$ cat src/hdl/cmea_pkg.sv
package cmea_pkg;

  localparam int MaxSizeDefault = 64;
  localparam int DataW = 32;
  localparam int AccW = 64;
  localparam int CfgIdxW = 2;
  localparam int ActW = 7;

  localparam logic [CfgIdxW-1:0] CfgGain = 2'd0;
  localparam logic [CfgIdxW-1:0] CfgScale = 2'd1;
  localparam logic [CfgIdxW-1:0] CfgSize = 2'd2;

  localparam logic OpLoad = 1'b0;
  localparam logic OpQuery = 1'b1;

  // Raw Q16.16 value of the -10.0 offset on the (0,0) entry.
  localparam logic signed [AccW-1:0] DiagZeroOffset = -64'sd655360;

  // One classified word passed from the front end to the back end.
  typedef struct packed {
    logic       op;
    logic [5:0] row;
    logic [5:0] col;
    logic [31:0] inter;
    logic [31:0] weight;
    logic       flag;
    logic       fin;
  } cmea_cmd_t;

  typedef enum logic [2:0] {
    ST_IDLE,
    ST_RD,
    ST_TERM,
    ST_MUL,
    ST_SCALE,
    ST_OUT
  } cmea_state_t;

  // Saturates a signed value to the signed 32-bit range. Floor shift of a signed value is an arithmetic shift.
  function automatic logic signed [AccW-1:0] sat32(input logic signed [95:0] v);
    logic signed [95:0] hi;
    logic signed [95:0] lo;
    begin
      hi = 96'sd2147483647;
      lo = -96'sd2147483648;
      if (v > hi) sat32 = 64'sd2147483647;
      else if (v < lo) sat32 = -64'sd2147483648;
      else sat32 = v[AccW-1:0];
    end
  endfunction

endpackage

$ cat src/hdl/cmea_front.sv
module cmea_front import cmea_pkg::*; (
  input  logic        clk,
  input  logic        rst_n,
  input  logic        in_tvalid,
  output logic        in_tready,
  input  logic [79:0] in_tdata,
  input  logic        in_tlast,
  output logic        q_valid,
  input  logic        q_pop,
  output cmea_cmd_t   q_cmd
);

  // Two-entry queue of decoded words.
  cmea_cmd_t  buf_r [2];
  logic       wp_r, rp_r;
  logic [1:0] cnt_r;
  logic       push;
  cmea_cmd_t  cmd;

  assign in_tready = (cnt_r != 2'd2);
  assign push = in_tvalid && in_tready;
  assign q_valid = (cnt_r != 2'd0);
  assign q_cmd = buf_r[rp_r];

  // Unpack the input word into its fields.
  always_comb begin
    cmd.op     = in_tdata[0];
    cmd.row    = in_tdata[6:1];
    cmd.col    = in_tdata[12:7];
    cmd.inter  = in_tdata[44:13];
    cmd.weight = in_tdata[76:45];
    cmd.flag   = in_tdata[77];
    cmd.fin    = in_tlast;
  end

  always_ff @(posedge clk) begin
    if (push) buf_r[wp_r] <= cmd;
  end

  always_ff @(posedge clk) begin
    if (!rst_n) begin
      wp_r <= 1'b0;
      rp_r <= 1'b0;
      cnt_r <= 2'd0;
    end else begin
      if (push) wp_r <= ~wp_r;
      if (q_pop) rp_r <= ~rp_r;
      cnt_r <= cnt_r + {1'b0, push} - {1'b0, q_pop};
    end
  end

  a_no_pop_empty: assert property (@(posedge clk) disable iff (!rst_n)
    q_pop |-> q_valid) else $error("queue popped while empty");
  a_no_overflow: assert property (@(posedge clk) disable iff (!rst_n)
    cnt_r != 2'd3) else $error("queue count out of range");
  a_full_stalls: assert property (@(posedge clk) disable iff (!rst_n)
    (cnt_r == 2'd2) |-> !in_tready) else $error("full queue accepted a word");

endmodule

$ cat config.mk
export PLATFORM = sky130hd
export DESIGN_NAME = cmea_front
export DESIGN_NICKNAME = d
export VERILOG_FILES = /design/src/hdl/cmea_pkg.sv /design/src/hdl/cmea_front.sv
export SDC_FILE = /design/constraint.sdc
export NUM_CORES = 1
export LEC_CHECK = 0
export BUFFER_PORTS_ARGS = -buffer_cell sky130_fd_sc_hd__buf_4
export CORE_MARGIN = 1
export CORE_UTILIZATION = 35
export DETAILED_ROUTE_END_ITERATION = 7
export SLEW_MARGIN = 20
export SYNTH_ARGS = -nofsm -noshare
export SYNTH_HDL_FRONTEND = slang
export SYNTH_SLANG_ARGS = --single-unit
$ cat constraint.sdc
create_clock -name clk -period 2.8 [get_ports clk]
set_input_delay 0.28 -clock clk [delete_from_list [all_inputs] [get_ports clk]]
set_output_delay 0.28 -clock clk [all_outputs]
set_load 0.01 [all_outputs]
Word-level counts from Yosys, hierarchy flattened
Memory sizes are Yosys's and may differ from the RTL's. A register that Yosys moved wholly into a read port is not among the register bits. Cells that the tools add are included.

Reductions and logical operators: 2. Shift operators: 0. Bitwise gates (word level): 2. $lt $le $gt $ge: 0. Multipliers: 0. Muxes and demuxes: 4. Add/sub/neg operators: 2. Equal/unequal tests: 1. Divide/modulo/power cells: 0.

Operator list (count): $mux 1 (4); $add 2x1->2 (1); $ne 2x2->1 const B (1); $not 1->1 (2); $reduce_bool 2->1 (1); $sub 2x1->2 (1); $logic_and 1x1->1 (1).

Memory bits (writable): 158. Bits in latches: 0. Word-level logic and storage cells: 15. Memory bits (read-only): 0. Memories: 1. Input bits: 85. Bits in registers: 4.

Memory list: buf_r (words 2, width 79, rd ports 1, clocked after memory_dff 1, wr ports 1, RTL line cmea_front.sv:14) `cmea_cmd_t buf_r [2];`.

Logic depth before layout (Yosys ltp)
Depth in word-level cells: 4. Depth in mapped cells: 7. Gate-level depth less buffers: 7.

Worst setup path after synthesis
No wires, ideal clock.

Path kind: reg2reg. Start point: register cnt_r[0]. End point: memory buf_r[1][0] (netlist name), enable pin. Clock period less this slack: 2.962 ns. Arrival time: 2.515 ns. Library setup time: 0.446 ns. Path buffers: 0. Setup slack: -0.162 ns. Cell stages (with the launch flop): 3. Path through: dfxtp_1 -> nand2b_1 -> and3_1.

Word-level cells in the longest chain between the ends: 4.

RTL lines: from (decl) (RTL line cmea_front.sv:16) `logic [1:0] cnt_r;`; from (signal assigned) (RTL line cmea_front.sv:48) `cnt_r <= cnt_r + {1'b0, push} - {1'b0, q_pop};`; $ne 2x2->1 (RTL line cmea_front.sv:20) `assign in_tready = (cnt_r != 2'd2);`; net in_tready (RTL line cmea_front.sv:5) `output logic in_tready,`; $logic_and 1x1->1 (RTL line cmea_front.sv:21) `assign push = in_tvalid && in_tready;`; $mux 1 (RTL line cmea_front.sv:37) `if (push) buf_r[wp_r] <= cmd;`; $mux 1 (not written as such) (RTL line cmea_front.sv:37); to (decl) (RTL line cmea_front.sv:14).

The timed path passes the listed nets, and every way through them passes these cells.

==> impl_metrics.csv <==
group,metric,value,unit
grt,grt_pass1_wl,17300,um
detailed_routing,wl,10900,um
yosys,synth_area_per_cell,21.9,um^2
die,floorplan.initialDensity,36.1,%
critical_path,r2r-end,"buf_r[0][11]",
critical_path,worstPathMaxFanout,53,
detailed_routing,drt_iter0_drc,98,
detailed_routing,drc,0,
clock_tree,clock-root-buffer,"clkbuf_16",
detailed_routing,avgViaCountPerCell,4.50,
timing,max_freq,447,MHz
grt,grt_pass1_vias,3324,
clock_tree,tritoncts,"yes",
timing,tightest_slew,701,ps
clock_tree,clock_sinks,163,
die,die_h,133,um
yosys,synthDistinctLibCells,24,
detailed_routing,post_drt_wl_per_cell,16.0,um
die,dieArea,17700,um^2
detailed_routing,met2_length,5380,um
timing,period_needed,2240,ps
yosys,synth_top_area_cell,"edfxtp_1",
timing,relSlewSlack,53.3,%
critical_path,rrSetupSlack,960,ps
timing,whs,51.4,ps
critical_path,cp-end-kind,"output pin",
yosys,syn_area,6000,um^2
timing,fin_crit_sh,79.9,%
clock_tree,cts_htree_levels,4,
final_layout,regArea,4850,um^2
timing,finalClockSkew,5.49,ps
die,coreArea,16600,um^2
clock_tree,clockBufferDepth,2,
timing,rsz0062_at_grt,"false",
grt,antenna_found_initial,0,
final_layout,area_growth,33.9,%
power_and_ir_drop,p_leak,3.00,nW
critical_path,crit_arrival,1960,ps
detailed_routing,detail-route-antenna-nets,0,
run,maxCapViolCount,0,
timing,hold_viol,0,
grt,grt_overflow,0,
yosys,synthTopCellsByCount,"158 x edfxtp_1, 69 x mux2_2, 10 x mux2_4",
yosys,synth_top_area_share,79.0,%
critical_path,required,2520,ps
power_and_ir_drop,vdd_drop_max,0.393,mV
min_path,worstHoldStart,"in_tdata[71]",
detailed_routing,via_count,3075,
detailed_routing,wl_met1,4540,um
critical_path,start_kind,"register",
yosys,synth_top_flop_cell,"edfxtp_1",
grt,grt_usage,13.1,%
detailed_routing,wl_met3,817,um
die,row_count,47,
min_path,holdPathEnd,"buf_r[0][28]",
critical_path,r2r_cells,4,
yosys,syn-num-nets,360,
clock_tree,postCtsHoldBufs,0,
clock_tree,clk_pin_slew_worst_paths,60,ps
clock_tree,numCtsBuffers,17,
yosys,synth-seq-cells,163,
final_layout,multiInputGateArea,1090,um^2
timing,finalSetupTns,0,ps
clock_tree,cts_resized,0,
placement,dpl.hpwl,7040,um
final_layout,drive_gt1_share,60.1,%
critical_path,rr_startpoint,"cnt_r[1]",
yosys,async_flop_share,0,%
grt,grt_max_degree,54,
critical_path,worstSetupPathType,"reg -> out",
final_layout,post-route-cell-area,8040,um^2
outcome,status,"completed",
yosys,ys_warn_count,0,
yosys,synthCells,274,
detailed_routing,first_pass_iters,4,
placement,gp_congestion,0.675,
power_and_ir_drop,power_density,737,nW/um^2
final_layout,nFillCells,1430,
placement,io_buffers,163,
placement,placed_area,7510,um^2
min_path,whs_path_depth,1,
yosys,yosysMostFrequentCell,"edfxtp_1",
clock_tree,clk_latency,410,ps
detailed_routing,top_layer,"met4",
die,ioPinCount,166,
timing,setup_viol,0,
yosys,synth_seq_area_share,80.7,%
yosys,synth_edf_count,158,
final_layout,nets,538,
min_path,hp-class,"in -> reg",
final_layout,diodes,0,
die,die_w,133,um
timing,slew_viol_final,0,
yosys,synth_area_leaders,"edfxtp_1 79%, mux2_2 13%, mux2_4 2.5%, dfxtp_1 1.7%, buf_6 0.56%",
clock_tree,cts_setup_buffers,0,
[area by class of cell]
class,instances,area share [%]
clock buffer,20,5.43
clock inverter,11,1.11
timing repair buffer,168,16.0
sequential,163,60.3
tap,220,3.43
multi-input combinational,100,13.6
inverter,2,0.109
[report_power, final]
part           switching [mW]  internal, mW
sequential             0.0639          2.92
clock                   0.882          1.21
combinational           0.389         0.459
total                    1.33          4.59
[state kept, by name, indices dropped and copies added (netlist names), named ones only]
register,cells
cnt_r,2
rp_r,1
buf_r,158
wp_r,1
[layout by cell type, fill, tap and decap left out, drive strengths merged, types with 2 or more instances in the layout]
| master | instances |
|---|---|
| clkinv | 7 |
| buf | 168 |
| edfxtp | 158 |
| inv | 2 |
| mux2 | 79 |
| dfxtp | 5 |
| clkinvlp | 3 |
| nand3b | 2 |
| a21boi | 2 |
| nand2 | 2 |
| and2 | 3 |
| clkbuf | 20 |
[worst max path at each step]
stage / from / slack (ps) / to
2_1_floorplan: cnt_r[0] / 120 / buf_r[0][0]
3_3_place_gp: register / 970 / q_cmd[3]
3_5_place_dp: cnt_r[1] / 910 / buf_r[0][7]
4_1_cts: register / 500 / q_cmd[39]
5_1_grt: register / 460 / q_cmd[46]
6_report: register / 560 / q_cmd[1]
[critical path, cell delays in order (launching register included)]
cell and delay [ps]:
dfxtp_4 620, buf_12 320, mux2_2 380, buf_4 150
[routing by layer]
layer	global-route usage [%]	vias up
li1	-	1439
met1	15.3	1509
met5	0	-
met2	21.3	111
met3	5.44	16
met4	5.30	0
[per-stage QoR]
| stage | instances | setup slack [ps] | util [%] | power, mW |
|---|---|---|---|---|
| finish | 684 | 564 | 48.3 | 5.92 |
| detailed placement | 653 | 906 | 45.1 | 3.90 |
| CTS | 684 | 501 | 48.3 | 6.01 |
| global route | 684 | 461 | 48.3 | 6.17 |
| global placement | 653 | 969 | 45.1 | 3.88 |
| floorplan | 274 | 124 | - | 3.45 |
[cell families after synthesis]
logic type,after synthesis,synth area share (%)
simple gates,12,1.23
xor+xnor,2,0.292
buf+inv,11,1.19
compound gates,5,0.751
flops,163,80.7
fa+ha+maj,1,0.208
mux,80,15.6
(Power assumes the default switching activity.)
